--- config.mk ---
export PLATFORM = sky130hd
export DESIGN_NAME = fomdq_cell
export DESIGN_NICKNAME = d
export VERILOG_FILES = /design/src/rtl/fomdq_pkg.sv /design/src/rtl/fomdq_cell.sv
export SDC_FILE = /design/constraint.sdc
export NUM_CORES = 1
export LEC_CHECK = 0
export BUFFER_PORTS_ARGS = -buffer_cell sky130_fd_sc_hd__buf_2
export CAP_MARGIN = 40
export CORE_AREA = 3 3 133 135
export DETAILED_ROUTE_END_ITERATION = 6
export DIE_AREA = 0 0 136 138
export PLACE_DENSITY = 0.83
export REMOVE_ABC_BUFFERS = 1
export SLEW_MARGIN = 5
export SYNTH_ARGS = -nofsm -noshare
export SYNTH_HDL_FRONTEND = slang
export SYNTH_SLANG_ARGS = --single-unit
--- constraint.sdc ---
create_clock -name clock -period 3.8 [get_ports clock]
set_input_delay 0.57 -clock clock [delete_from_list [all_inputs] [get_ports clock]]
set_output_delay 0.57 -clock clock [all_outputs]
set_load 0.02 [all_outputs]
--- src/rtl/fomdq_pkg.sv ---
// Package for the FIFO / max-weight dispatch queue: sizes, codes, beat and cell types.
// Used by every module in rtl/; depends on nothing.
package fomdq_pkg;

   localparam int DEPTH       = 64;
   localparam int WEIGHT_BITS = 20;
   localparam int ID_BITS     = 32;
   localparam int IDX_BITS    = (DEPTH > 1) ? $clog2(DEPTH) : 1;
   localparam int OCC_BITS    = $clog2(DEPTH + 1);

   // command codes; any code with the high bit set means serve largest
   localparam logic [1:0] CMD_ARRIVE = 2'd0;
   localparam logic [1:0] CMD_OLDEST = 2'd1;

   // status codes
   localparam logic [1:0] STATUS_STORED = 2'd0;
   localparam logic [1:0] STATUS_SERVED = 2'd1;
   localparam logic [1:0] STATUS_EMPTY  = 2'd2;
   localparam logic [1:0] STATUS_FULL   = 2'd3;

   typedef enum logic [1:0] {
      ST_IDLE,
      ST_EXEC,
      ST_SEARCH,
      ST_FINISH
   } state_type;

   typedef struct packed {
      logic [1:0]             cmd;
      logic [WEIGHT_BITS-1:0] weight;
   } req_type;

   typedef struct packed {
      logic [ID_BITS-1:0] served_id;
      logic [1:0]         status;
   } rsp_type;

   // one stored entry, as a cell shows it to its lower neighbor
   typedef struct packed {
      logic                   valid;
      logic [ID_BITS-1:0]     id;
      logic [WEIGHT_BITS-1:0] weight;
   } entry_type;

   // running best candidate of the search wave
   typedef struct packed {
      logic                   vld;
      logic                   has;
      logic [IDX_BITS-1:0]    idx;
      logic [ID_BITS-1:0]     id;
      logic [WEIGHT_BITS-1:0] weight;
   } wave_type;

   // broadcast control from the sequencer to all cells
   typedef struct packed {
      logic                   load;
      logic                   remove;
      logic                   wave_start;
      logic [IDX_BITS-1:0]    pos;
      logic [ID_BITS-1:0]     new_id;
      logic [WEIGHT_BITS-1:0] new_weight;
   } cell_ctl_type;

endpackage

--- src/rtl/fomdq_cell.sv ---
// One queue cell: holds one entry, compacts from its upper neighbor, and forwards
// the max-weight search wave to the next cell. Depends on fomdq_pkg.
module fomdq_cell (
   input  logic                    clock,
   input  logic                    reset,
   input  logic [fomdq_pkg::IDX_BITS-1:0] cell_idx,
   input  fomdq_pkg::cell_ctl_type ctl,
   input  fomdq_pkg::entry_type    upper_ent,
   output fomdq_pkg::entry_type    ent,
   input  fomdq_pkg::wave_type     wave_prev,
   output fomdq_pkg::wave_type     wave
);

   logic                                ent_valid_ff, ent_valid_in;
   logic [fomdq_pkg::ID_BITS-1:0]       ent_id_ff, ent_id_in;
   logic [fomdq_pkg::WEIGHT_BITS-1:0]   ent_w_ff, ent_w_in;

   logic                                wave_vld_ff;
   logic                                wave_has_ff, wave_has_in;
   logic [fomdq_pkg::IDX_BITS-1:0]      wave_idx_ff, wave_idx_in;
   logic [fomdq_pkg::ID_BITS-1:0]       wave_id_ff, wave_id_in;
   logic [fomdq_pkg::WEIGHT_BITS-1:0]   wave_w_ff, wave_w_in;
   logic                                take_own;

   // load a new arrival here, or shift down from the upper neighbor
   always_comb begin
      ent_valid_in = ent_valid_ff;
      ent_id_in    = ent_id_ff;
      ent_w_in     = ent_w_ff;
      if (ctl.load && (cell_idx == ctl.pos)) begin
         ent_valid_in = 1'b1;
         ent_id_in    = ctl.new_id;
         ent_w_in     = ctl.new_weight;
      end else if (ctl.remove && (cell_idx >= ctl.pos)) begin
         ent_valid_in = upper_ent.valid;
         ent_id_in    = upper_ent.id;
         ent_w_in     = upper_ent.weight;
      end
   end

   // replace the candidate only on a strictly larger weight: earlier wins ties
   assign take_own = ent_valid_ff && (!wave_prev.has || (ent_w_ff > wave_prev.weight));

   always_comb begin
      wave_has_in = wave_has_ff;
      wave_idx_in = wave_idx_ff;
      wave_id_in  = wave_id_ff;
      wave_w_in   = wave_w_ff;
      if (wave_prev.vld) begin
         if (take_own) begin
            wave_has_in = 1'b1;
            wave_idx_in = cell_idx;
            wave_id_in  = ent_id_ff;
            wave_w_in   = ent_w_ff;
         end else begin
            wave_has_in = wave_prev.has;
            wave_idx_in = wave_prev.idx;
            wave_id_in  = wave_prev.id;
            wave_w_in   = wave_prev.weight;
         end
      end
   end

   always_ff @(posedge clock) begin
      if (reset) begin
         ent_valid_ff <= 1'b0;
         wave_vld_ff  <= 1'b0;
      end else begin
         ent_valid_ff <= ent_valid_in;
         wave_vld_ff  <= wave_prev.vld;
      end
   end

   always_ff @(posedge clock) begin
      ent_id_ff   <= ent_id_in;
      ent_w_ff    <= ent_w_in;
      wave_has_ff <= wave_has_in;
      wave_idx_ff <= wave_idx_in;
      wave_id_ff  <= wave_id_in;
      wave_w_ff   <= wave_w_in;
   end

   assign ent.valid   = ent_valid_ff;
   assign ent.id      = ent_id_ff;
   assign ent.weight  = ent_w_ff;

   assign wave.vld    = wave_vld_ff;
   assign wave.has    = wave_has_ff;
   assign wave.idx    = wave_idx_ff;
   assign wave.id     = wave_id_ff;
   assign wave.weight = wave_w_ff;

endmodule

* Word level (Yosys, flattened, before mapping)
Cells that the tools add are included.
** Operators by class
- Order comparisons :: 2
- Equal/unequal tests :: 1
- Muxes and demuxes :: 9
- Reductions and logical operators :: 6
** Operator list (number)
- 2-to-1 mux 32 bit :: 3
- 2-to-1 mux 20 bit :: 3
- > comparator 20 bit :: 1
- equality test 6 bit :: 1
- greater-or-equal comparator 6 bit :: 1
- 2-to-1 mux 6 bit :: 1
- logical AND 1 bit :: 3
- 2-to-1 mux 1 bit :: 2
- nonzero test 2 bit :: 1
- zero test 1 bit :: 1
- logical OR 1 bit :: 1
** Word-level totals
- Bits in registers :: 113
- Output and inout port bits :: 113
- Word-level logic and storage cells :: 26

* Logic depth before layout (Yosys ltp)
Gate-level depths: netlist (run 1).
- Depth in word-level cells :: 4
- Depth in mapped cells :: 10
- Mapped depth without buffers :: 7

* Worst setup path after synthesis (run 1)
Ideal clock, no wire load.
- Kind :: input to register
- Start :: in ctl[57] in the netlist's numbering
- End :: reg ent_id_ff[0] in the netlist's numbering, enable pin
- Arrival :: 2852 ps
- Slack :: 539 ps
- Stages on the path :: 6
- Path buffers :: 1
- Cells stage by stage :: inv_1 > ha_1 > nand3_1 > nor2_1 > clkbuf_1 > a21o_1
** On the way
- Cells in the longest elaborated chain, start to end :: 3
- Elaborated cells on any way between the ends :: 5
- Classes of those cells :: 1 x order compare; 1 x eq/ne; 3 x reduce/logical
** Ends and longest elaborated chain
- from (decl) :: RTL line fomdq_cell.sv:7 : input fomdq_pkg::cell_ctl_type ctl,
- greater-or-equal comparator 6 bit / equality test 6 bit (equally long branches) :: RTL line fomdq_cell.sv:34, fomdq_cell.sv:30
- logical AND 1 bit (on tied branches) :: RTL line fomdq_cell.sv:34, fomdq_cell.sv:30
- nonzero test 2 bit (no source line) (*)
- to (signal assigned) :: RTL line fomdq_cell.sv:75 : ent_id_ff <= ent_id_in;
- to (decl) :: RTL line fomdq_cell.sv:15 : logic [fomdq_pkg::ID_BITS-1:0] ent_id_ff, ent_id_in;
Mark *: on every way between the ends. The rest lies on a longest branch, timed or not.
A chain may end at the register's enable or synchronous reset.

* Worst setup path in the final report (run 1)
- Start :: reg ent_w_ff[15] in the netlist's numbering
- End :: reg wave_w_ff[18] in the netlist's numbering (data pin)
** On the way
- Cells in the longest elaborated chain, start to end :: 4
** Ends and longest elaborated chain
- from (decl) :: RTL line fomdq_cell.sv:16 : logic [fomdq_pkg::WEIGHT_BITS-1:0] ent_w_ff, ent_w_in;
- from (signal assigned) :: RTL line fomdq_cell.sv:76 : ent_w_ff <= ent_w_in;
- > comparator 20 bit :: RTL line fomdq_cell.sv:42 : assign take_own = ent_valid_ff && (!wave_prev.has || (ent_w_ff > wave_prev.weight));
- logical OR 1 bit :: RTL line fomdq_cell.sv:42
- logical AND 1 bit :: RTL line fomdq_cell.sv:42
- 2-to-1 mux 20 bit :: RTL line fomdq_cell.sv:50 : if (take_own) begin
- to (signal assigned) :: RTL line fomdq_cell.sv:80 : wave_w_ff <= wave_w_in;
- to (decl) :: RTL line fomdq_cell.sv:22 : logic [fomdq_pkg::WEIGHT_BITS-1:0] wave_w_ff, wave_w_in;
Every way passes these cells.

==> results.json, run 1 <==
{
  "seq_area_frac_synth_pct": 40.05,
  "post-cts-setup-buffers": 0,
  "grt_pass1_vias": 8061,
  "tns_ns": 0,
  "crit_path_end": "wave_w_ff[18]$_DFFE_PP_",
  "viasPerCell": 6.061,
  "max-vdd-ir-drop_mv": 0.3090,
  "r2r_start": "ent_w_ff[15]$_DFFE_PP_",
  "cts.sinks": 113,
  "fmax_mhz": 300.9,
  "die_h_um": 138,
  "rows": 47,
  "nNetsFinal": 1282,
  "post_drt_wl_per_cell_um": 19.97,
  "period_minus_slack_ns": 3.323,
  "drc": 0,
  "synth_edf_count": 111,
  "slew_headroom_pct": 64.44,
  "final_util_pct": 64.76,
  "root_buffer": "clkbuf_16",
  "initial_core_util_pct": 50.79,
  "drt-total-wl_um": 26080,
  "dr.pass1.iters": 6,
  "setup_violations": 0,
  "totalPowerFinal_mw": 4.615,
  "r2r-end": "wave_w_ff[18]$_DFFE_PP_",
  "ys_warn_count": 0,
  "grt-ovfl-total": 0,
  "syn-instance-count": 816,
  "finalClockSkew_ns": 0.01016,
  "ys_types": 35,
  "synth.top_cells.by_count": "nand2_1 (120), edfxtp_1 (111), inv_1 (84), clkbuf_1 (71), a211oi_1 (59)",
  "seq_area_sq_um": 3373,
  "grt_max_degree": 65,
  "syn_avg_cell_area_sq_um": 10.32,
  "drv_slew": 0,
  "post_cts_resized": 0,
  "dr_total_vias": 7916,
  "cts_tree": "built",
  "final_hold_viol_count": 0,
  "critPathLaunchType": "flip-flop",
  "gp_congestion": 0.8233,
  "multi_input_area_sq_um": 4415,
  "ctsLongestPathBuffers": 2,
  "crit_path_end_kind": "flip-flop",
  "ios": 295,
  "post-synth-top-count-cell": "nand2_1",
  "drtAntennaViolNets": 0,
  "outcome": "completed",
  "drtIter0Drc": 641,
  "rr_worst_depth": 7,
  "hold_depth": 2,
  "grt_first_pass_wirelength_um": 40840,
  "drive_gt1_share_pct": 43.65,
  "ys_ff_latch": 113,
  "critPathKind": "flip-flop to flip-flop",
  "cts_buffers": 17,
  "fill_cells": 1300,
  "diodes": 0,
  "dp_hpwl_um": 17980,
  "synth_area_leaders": "edfxtp_1 (40%), mux2_4 (10%), mux2_2 (7.1%)",
  "coreArea_sq_um": 16580,
  "yosysTopAreaCellShare_pct": 39.57,
  "critPathArrivalTime_ns": 3.48,
  "crit_required_ns": 3.96,
  "post-place-ws_ns": 0.2738,
  "grt_setup_unrepaired": "no",
  "clk_pin_slew_ns": 0.06,
  "die_w_um": 136,
  "hp-class": "primary input to flip-flop",
  "synth_area_sq_um": 8423,
  "port_buffers": 293,
  "crit_fanout": 23,
  "antenna_found_initial": 0,
  "area_growth_pct": 27.49,
  "die-area_sq_um": 18770,
  "p_leak_nw": 4.691,
  "ys.flop_type": "edfxtp_1",
  "clock_insertion_delay_worst_skew_ns": 0.42,
  "ctsHoldBuffers": 0,
  "startpoint": "ent_w_ff[15]$_DFFE_PP_",
  "power_density_nw_per_um2": 429.8,
  "maxCapViolations": 0,
  "grt_use_total_pct": 27.10,
  "min_period_over_period_pct": 87.45,
  "h-tree-depth": 4,
  "synth-async-reset-ratio_pct": 0,
  "r2r_slack_ns": 0.48,
  "synth_top_area_cell": "edfxtp_1",
  "layout_setup_ws_ns": 0.4768,
  "worst_slew_pin_slew_ns": 0.5333
}
==> through the flow <==
step	cell area (sq um)	hold slack (ns)	instances
finish	10740	0.3226	1306
detailed placement	10140	0.6344	1275
floorplan	8036	0.6416	731
CTS	10740	0.3035	1306
global route	10740	0.3185	1306
global placement	10080	0.6280	1272
==> registers in the layout, indices dropped and copies added (netlist names) <==
register and cells:
wave_has_ff 1, wave_id_ff 32, ent_w_ff 20, wave_vld_ff 1
wave_idx_ff 6, wave_w_ff 20, ent_valid_ff 1, ent_id_ff 32
==> worst max-delay path, stage by stage, from the launching register on <==
cell	delay (ns)
edfxtp_1	0.47
ha_1	0.35
nand4_2	0.15
or4_2	0.78
o21a_4	0.38
buf_4	0.27
mux2_4	0.32
a311o_1	0.33
==> power breakdown <==
group | internal (mW) | switching [mW]
combinational | 0.545 | 0.745
clock | 1.08 | 0.589
sequential | 1.56 | 0.0983
==> cell families (layout without fill, tap and decap cells) <==
kind of cell | after synthesis | in the layout | share of synthesized area [%]
buffers and inverters | 169 | 439 | 8.333
adders and majority gates | 26 | 26 | 3.862
AOI/OAI and AO/OA | 199 | 199 | 19.90
and+or+nand+nor | 199 | 199 | 10.61
DFF | 113 | 113 | 40.05
muxes | 110 | 110 | 17.25
==> final cells by class <==
cell class                      instances  area share [%]
Tap cell                              220           2.563
Inverter                               84           2.936
Multi-Input combinational cell        534           41.12
Timing Repair Buffer                  324           16.40
Sequential cell                       113           31.41
Clock inverter                         13           1.573
Clock buffer                           18           3.996
==> worst min path at each step <==
stage                                 startpoint                       to  slack (ns)
after global routing                       reset   wave_vld_ff$_SDFF_PP0_        0.32
after floorplan                            reset   wave_vld_ff$_SDFF_PP0_        0.64
after global placement    ent_id_ff[3]$_DFFE_PP_  wave_id_ff[3]$_DFFE_PP_        0.63
after CTS                                  reset   wave_vld_ff$_SDFF_PP0_        0.30
after detailed placement  ent_id_ff[8]$_DFFE_PP_  wave_id_ff[8]$_DFFE_PP_        0.63
final                                      reset   wave_vld_ff$_SDFF_PP0_        0.32
==> routing by layer <==
| layer | global-route usage (%) | vias up | share of wire (%) |
|---|---|---|---|
| li1 | - | 3584 | - |
| met2 | 47.95 | 491 | 50 |
| met3 | 5.778 | 74 | 9.5 |
| met1 | 31.47 | 3767 | 37 |
| met5 | 0 | - | 0 |
| met4 | 11.35 | 0 | 3.2 |
==> placed cells by master, fill, tap and decap left out, types with 3 or more instances in the layout <==
cell,Yosys,final
buf_2,3,293
mux2_2,53,53
edfxtp_1,111,111
a211oi_1,59,59
clkinv_2,0,3
buf_4,3,26
clkinvlp_4,0,3
buf_12,0,5
o41ai_1,58,58
and2_1,39,39
nor2_1,22,21
a21oi_1,12,10
clkinv_1,0,3
nand2_1,120,120
nand4_1,5,5
mux2_4,57,57
inv_1,84,84
bufinv_16,0,4
clkbuf_16,0,17
ha_1,26,26
a311o_1,58,58
Power figures use the tool's default switching activity.
==> inputs of run 2 (changes only) <==
CELL_PAD_IN_SITES_DETAIL_PLACEMENT = 1   (was default)
CELL_PAD_IN_SITES_GLOBAL_PLACEMENT = 2   (was default)
CORE_AREA = 3 3 169 171   (was 3 3 133 135)
DIE_AREA = 0 0 172 174   (was 0 0 136 138)
PLACE_DENSITY = 0.84   (was 0.83)
==> run 2 against run 1 <==
Against the previous run: power grew 1.8%; via count down 3.4%; non-clock buffer count is 9 lower; highest routed layer is now met5.
==> results.json, run 2 (synthesis gave the netlist of run 1 again) <==
{
  "outcome": "completed",
  "maxCapViolations": 0,
  "antenna_found_initial": 5,
  "viasPerCell": 5.379,
  "crit_fanout": 42,
  "ctsHoldBuffers": 0,
  "p_leak_nw": 4.659,
  "finalClockSkew_ns": 0.009346,
  "grt_max_degree": 75,
  "root_buffer": "clkbuf_16",
  "die_h_um": 174,
  "dr.pass1.iters": 5,
  "hp-start": "reset",
  "crit_family": "simple AND/OR/NAND/NOR gates",
  "top_regs": "ent_id_ff x32, wave_id_ff x32",
  "use_met3_pct": 4.867,
  "layout_setup_ws_ns": 0.4157,
  "post-cts-setup-buffers": 0,
  "post-place-ws_ns": 0.2368,
  "use_met1_pct": 23.74,
  "grt_first_pass_wirelength_um": 46750,
  "clock_insertion_delay_worst_skew_ns": 0.42,
  "grt_pass1_vias": 8365,
  "cpMaxStageDelayCell": "or4_2",
  "h-tree-depth": 4,
  "crit_path_end_kind": "flip-flop",
  "max-vdd-ir-drop_mv": 0.2812,
  "final_area_sq_um": 10850,
  "critPathKind": "flip-flop to flip-flop",
  "fmax_mhz": 295.5,
  "crit_buf_inv": 1,
  "busiest_layer": "met2",
  "final_util_pct": 40.15,
  "slew_headroom_pct": 43.83,
  "worst_slew_pin_slew_ns": 0.8425,
  "path_cells": "ha_1 > nand4_1 > or4_2 > o21a_4 > buf_4 > mux2_4 > a311o_1",
  "ios": 295,
  "setup_violations": 0,
  "rows": 60,
  "grt-ovfl-total": 0,
  "drv_slew": 0,
  "clk_pin_slew_ns": 0.06,
  "nNetsFinal": 1273,
  "r2r_start": "ent_w_ff[11]$_DFFE_PP_",
  "startpoint": "ent_w_ff[11]$_DFFE_PP_",
  "cts_tree": "built",
  "post_drt_wl_per_cell_um": 21.03,
  "min_period_over_period_pct": 89.06,
  "totalPowerFinal_mw": 4.700,
  "grtUsageMet2_pct": 35.53,
  "ctsLongestPathBuffers": 2,
  "dr_total_vias": 7644,
  "critPathLaunchType": "flip-flop",
  "post_dp_cell_area_sq_um": 10230,
  "initial_core_util_pct": 31.17,
  "cpPeakStageDelay_ns": 0.80,
  "drc": 0,
  "drtAntennaViolNets": 0,
  "period_minus_slack_ns": 3.384,
  "final_common_cell": "buf_2",
  "cts_buffers": 17,
  "drt-total-wl_um": 29890,
  "mostFrequentLayoutCells": "buf_2 (292), nand2_1 (120), edfxtp_1 (111), inv_1 (84), a211oi_1 (59)",
  "gp_congestion": 0.7408,
  "grt_use_total_pct": 19.91,
  "drtIter0Drc": 425,
  "hp-class": "primary input to flip-flop",
  "grt_setup_unrepaired": "no",
  "port_buffers": 293,
  "area_growth_pct": 28.82,
  "power_density_nw_per_um2": 433.1,
  "coreArea_sq_um": 27030,
  "cts.sinks": 113,
  "crit_required_ns": 3.95,
  "critPathArrivalTime_ns": 3.54,
  "final_hold_viol_count": 0,
  "die_w_um": 172,
  "fill_cells": 3126,
  "drive_gt1_share_pct": 43.51,
  "dp_hpwl_um": 20150,
  "die-area_sq_um": 29930,
  "post_cts_resized": 0
}
run 2: cell count changes in the layout (fill, tap and decap cells not counted):
cell,previous run,this run
buf_4,26,18
clkinv_1,3,0
clkinv_4,0,2
diode_2,0,2
buf_2,293,292
clkinv_2,3,4
inv_6,0,1
run 2: where the power goes:
part	internal (mW)	switching [mW]	total (mW)	leakage, nW
clock network	1.10	0.651	1.75	0.296
registers	1.56	0.102	1.66	1.06
logic	0.533	0.759	1.29	3.30
total	3.19	1.51	4.70	4.66
run 2: layout make-up:
class / count / area [sq um] / area share, %
antenna: 2 / 5.005 / 0.04613
clock buffer: 18 / 429.2 / 3.955
clock inverter: 14 / 188.9 / 1.741
inverter: 84 / 315.3 / 2.906
multi-input combinational: 534 / 4415 / 40.69
sequential: 113 / 3373 / 31.09
tap: 341 / 426.7 / 3.932
timing repair buffer: 315 / 1697 / 15.64
run 2: path summary, 6_finish.rpt:
check | endpoint | slack [ns] | depth (start not counted)
max | wave_id_ff[29]$_DFFE_PP_ | 0.42 | 7
min | wave_vld_ff$_SDFF_PP0_ | 0.33 | 2
max reg2reg | wave_id_ff[29]$_DFFE_PP_ | 0.42 | 7
min reg2reg | wave_id_ff[10]$_DFFE_PP_ | 0.66 | 1
run 2: routing by layer:
layer	up-vias	share of wire, %	routed length [um]
li1	3564	-	-
met1	3813	42	12460
met2	230	51	15130
met3	31	6.2	1862
met4	6	1.3	400
met5	-	0.13	39
run 2: worst reg2reg max path, stage by stage, from the launching register on:
cell	delay (ns)
edfxtp_1	0.49
ha_1	0.37
nand4_1	0.15
or4_2	0.80
o21a_4	0.26
buf_4	0.31
mux2_4	0.40
a311o_1	0.34
run 2: stage by stage:
| step | setup TNS (ns) | cells | hold slack (ns) |
|---|---|---|---|
| after floorplan | -191.68 | 731 | 0.6416 |
| after global placement | 0 | 1385 | 0.6408 |
| after detailed placement | 0 | 1387 | 0.6446 |
| after CTS | 0 | 1419 | 0.3112 |
| after global routing | 0 | 1421 | 0.3271 |
| final | 0 | 1421 | 0.3335 |
==> inputs of run 3 (changes only) <==
CORE_AREA = 3 3 164 166   (was 3 3 169 171)
DIE_AREA = 0 0 167 169   (was 0 0 172 174)
PLACE_DENSITY = 0.89   (was 0.84)
clock period = 4.14 ns   (was 3.8 ns; I/O delays follow)
==> run 3 against run 2 <==
Against the previous run: worst hold slack improved by 0.030 ns; design area fell by 0.53%; worst setup slack improved by 0.066 ns; wire length fell by 1.3%; critical path type unchanged; core utilization rose by 1.7 points; largest cell class unchanged; register-to-register slack improved by 0.07 ns.
==> results.json, run 3 (synthesis gave the netlist of run 1 again) <==
{
  "outcome": "completed",
  "initial_core_util_pct": 32.69,
  "final_common_cell": "buf_2",
  "crit_family": "simple AND/OR/NAND/NOR gates",
  "drc": 0,
  "post_cts_resized": 0,
  "drtAntennaViolNets": 0,
  "dp_hpwl_um": 19700,
  "viasPerCell": 5.421,
  "fmax_mhz": 273.4,
  "hp-class": "primary input to flip-flop",
  "final_hold_viol_count": 0,
  "die-area_sq_um": 28220,
  "grt_setup_unrepaired": "no",
  "grt_use_total_pct": 20.43,
  "crit_required_ns": 4.30,
  "setup_violations": 0,
  "maxCapViolations": 0,
  "area_growth_pct": 28.13,
  "path_cells": "ha_1 > nand4_2 > or4_2 > buf_4 > a21oi_4 > buf_4 > o41ai_1 > a311o_1",
  "p_leak_nw": 4.629,
  "nNetsFinal": 1274,
  "grt-ovfl-total": 0,
  "cts.sinks": 113,
  "root_buffer": "clkbuf_16",
  "mostFrequentLayoutCells": "buf_2 (292), nand2_1 (120), edfxtp_1 (111), inv_1 (84), a211oi_1 (59)",
  "critical_path.most_common_cell": "buf_4",
  "cts_tree": "built",
  "cpPeakStageDelay_ns": 0.80,
  "drtIter0Drc": 426,
  "die_h_um": 169,
  "post_dp_cell_area_sq_um": 10230,
  "critPathArrivalTime_ns": 3.81,
  "final_cells": 1415,
  "slew_headroom_pct": 44.19,
  "port_buffers": 293,
  "critPathKind": "flip-flop to flip-flop",
  "crit_path_end_kind": "flip-flop",
  "max-vdd-ir-drop_mv": 0.1804,
  "dp.cells": 1382,
  "hp-start": "reset",
  "ctsHoldBuffers": 0,
  "critPathLaunchType": "flip-flop",
  "antenna_found_initial": 2,
  "final_area_sq_um": 10790,
  "drv_slew": 0,
  "clock_insertion_delay_worst_skew_ns": 0.42,
  "drt-total-wl_um": 29510,
  "startpoint": "ent_w_ff[17]$_DFFE_PP_",
  "min_period_over_period_pct": 88.35,
  "ctsLongestPathBuffers": 2,
  "period_minus_slack_ns": 3.658,
  "clk_pin_slew_ns": 0.07,
  "grt_pass1_vias": 8224,
  "post_drt_wl_per_cell_um": 20.85,
  "worst_slew_pin_slew_ns": 0.8371,
  "dr_total_vias": 7671,
  "die_w_um": 167,
  "post-cts-setup-buffers": 0,
  "crit_buf_inv": 2,
  "rows": 59,
  "crit_fanout": 59,
  "grt_max_degree": 60,
  "power_density_nw_per_um2": 384.9,
  "r2r_start": "ent_w_ff[17]$_DFFE_PP_",
  "top_regs": "ent_id_ff x32, wave_id_ff x32",
  "grt_first_pass_wirelength_um": 45870,
  "h-tree-depth": 4,
  "dr.pass1.iters": 5,
  "ios": 295,
  "cpMaxStageDelayCell": "or4_2",
  "cts_buffers": 17,
  "finalClockSkew_ns": 0.01443,
  "coreArea_sq_um": 25760,
  "drive_gt1_share_pct": 43.56,
  "gp_congestion": 0.7193
}
run 3: per-layer routing:
metal / vias to the layer above / track usage (%) / part of all wire [%]
met2: 260 / 36.89 / 51
met1: 3808 / 24.50 / 41
met5: - / 0 / 0.024
met4: 2 / 5.273 / 1.4
met3: 27 / 4.834 / 6.2
li1: 3574 / - / -
run 3: path summary, 6_finish.rpt:
check,endpoint,slack (ns),depth (start not counted)
setup / recovery,wave_w_ff[19]$_DFFE_PP_,0.48,8
hold / removal,wave_vld_ff$_SDFF_PP0_,0.36,2
setup reg to reg,wave_w_ff[19]$_DFFE_PP_,0.48,8
hold reg to reg,wave_id_ff[12]$_DFFE_PP_,0.66,1
run 3: where the power goes:
part / internal (mW) / switching [mW] / total, mW
Combinational: 0.497 / 0.697 / 1.19
Clock: 0.833 / 0.608 / 1.44
Sequential: 1.43 / 0.0901 / 1.52
run 3: final cells by class:
| cell class | count | area [sq um] |
|---|---|---|
| diodes | 1 | 2.502 |
| clock buffers | 18 | 429.2 |
| flip-flops and latches | 113 | 3373 |
| well taps | 335 | 419.2 |
| repair buffers | 316 | 1704 |
| clock inverters | 14 | 133.9 |
| multi-input cells | 534 | 4415 |
| fillers | 2962 | 14970 |
| inverters | 84 | 315.3 |
run 3: metrics by stage:
step	utilization, %	hold slack (ns)	setup TNS, ns	worst slack (ns)	total power [mW]
global route	41.89	0.3566	0	0.3620	4.358
global placement	39.62	0.6383	0	0.3275	2.711
detailed placement	39.70	0.6434	0	0.2992	2.746
finish	41.89	0.3639	0	0.4821	4.154
floorplan	-	0.6926	-151.97	-2.117	2.278
CTS	41.88	0.3454	0	0.5395	4.209
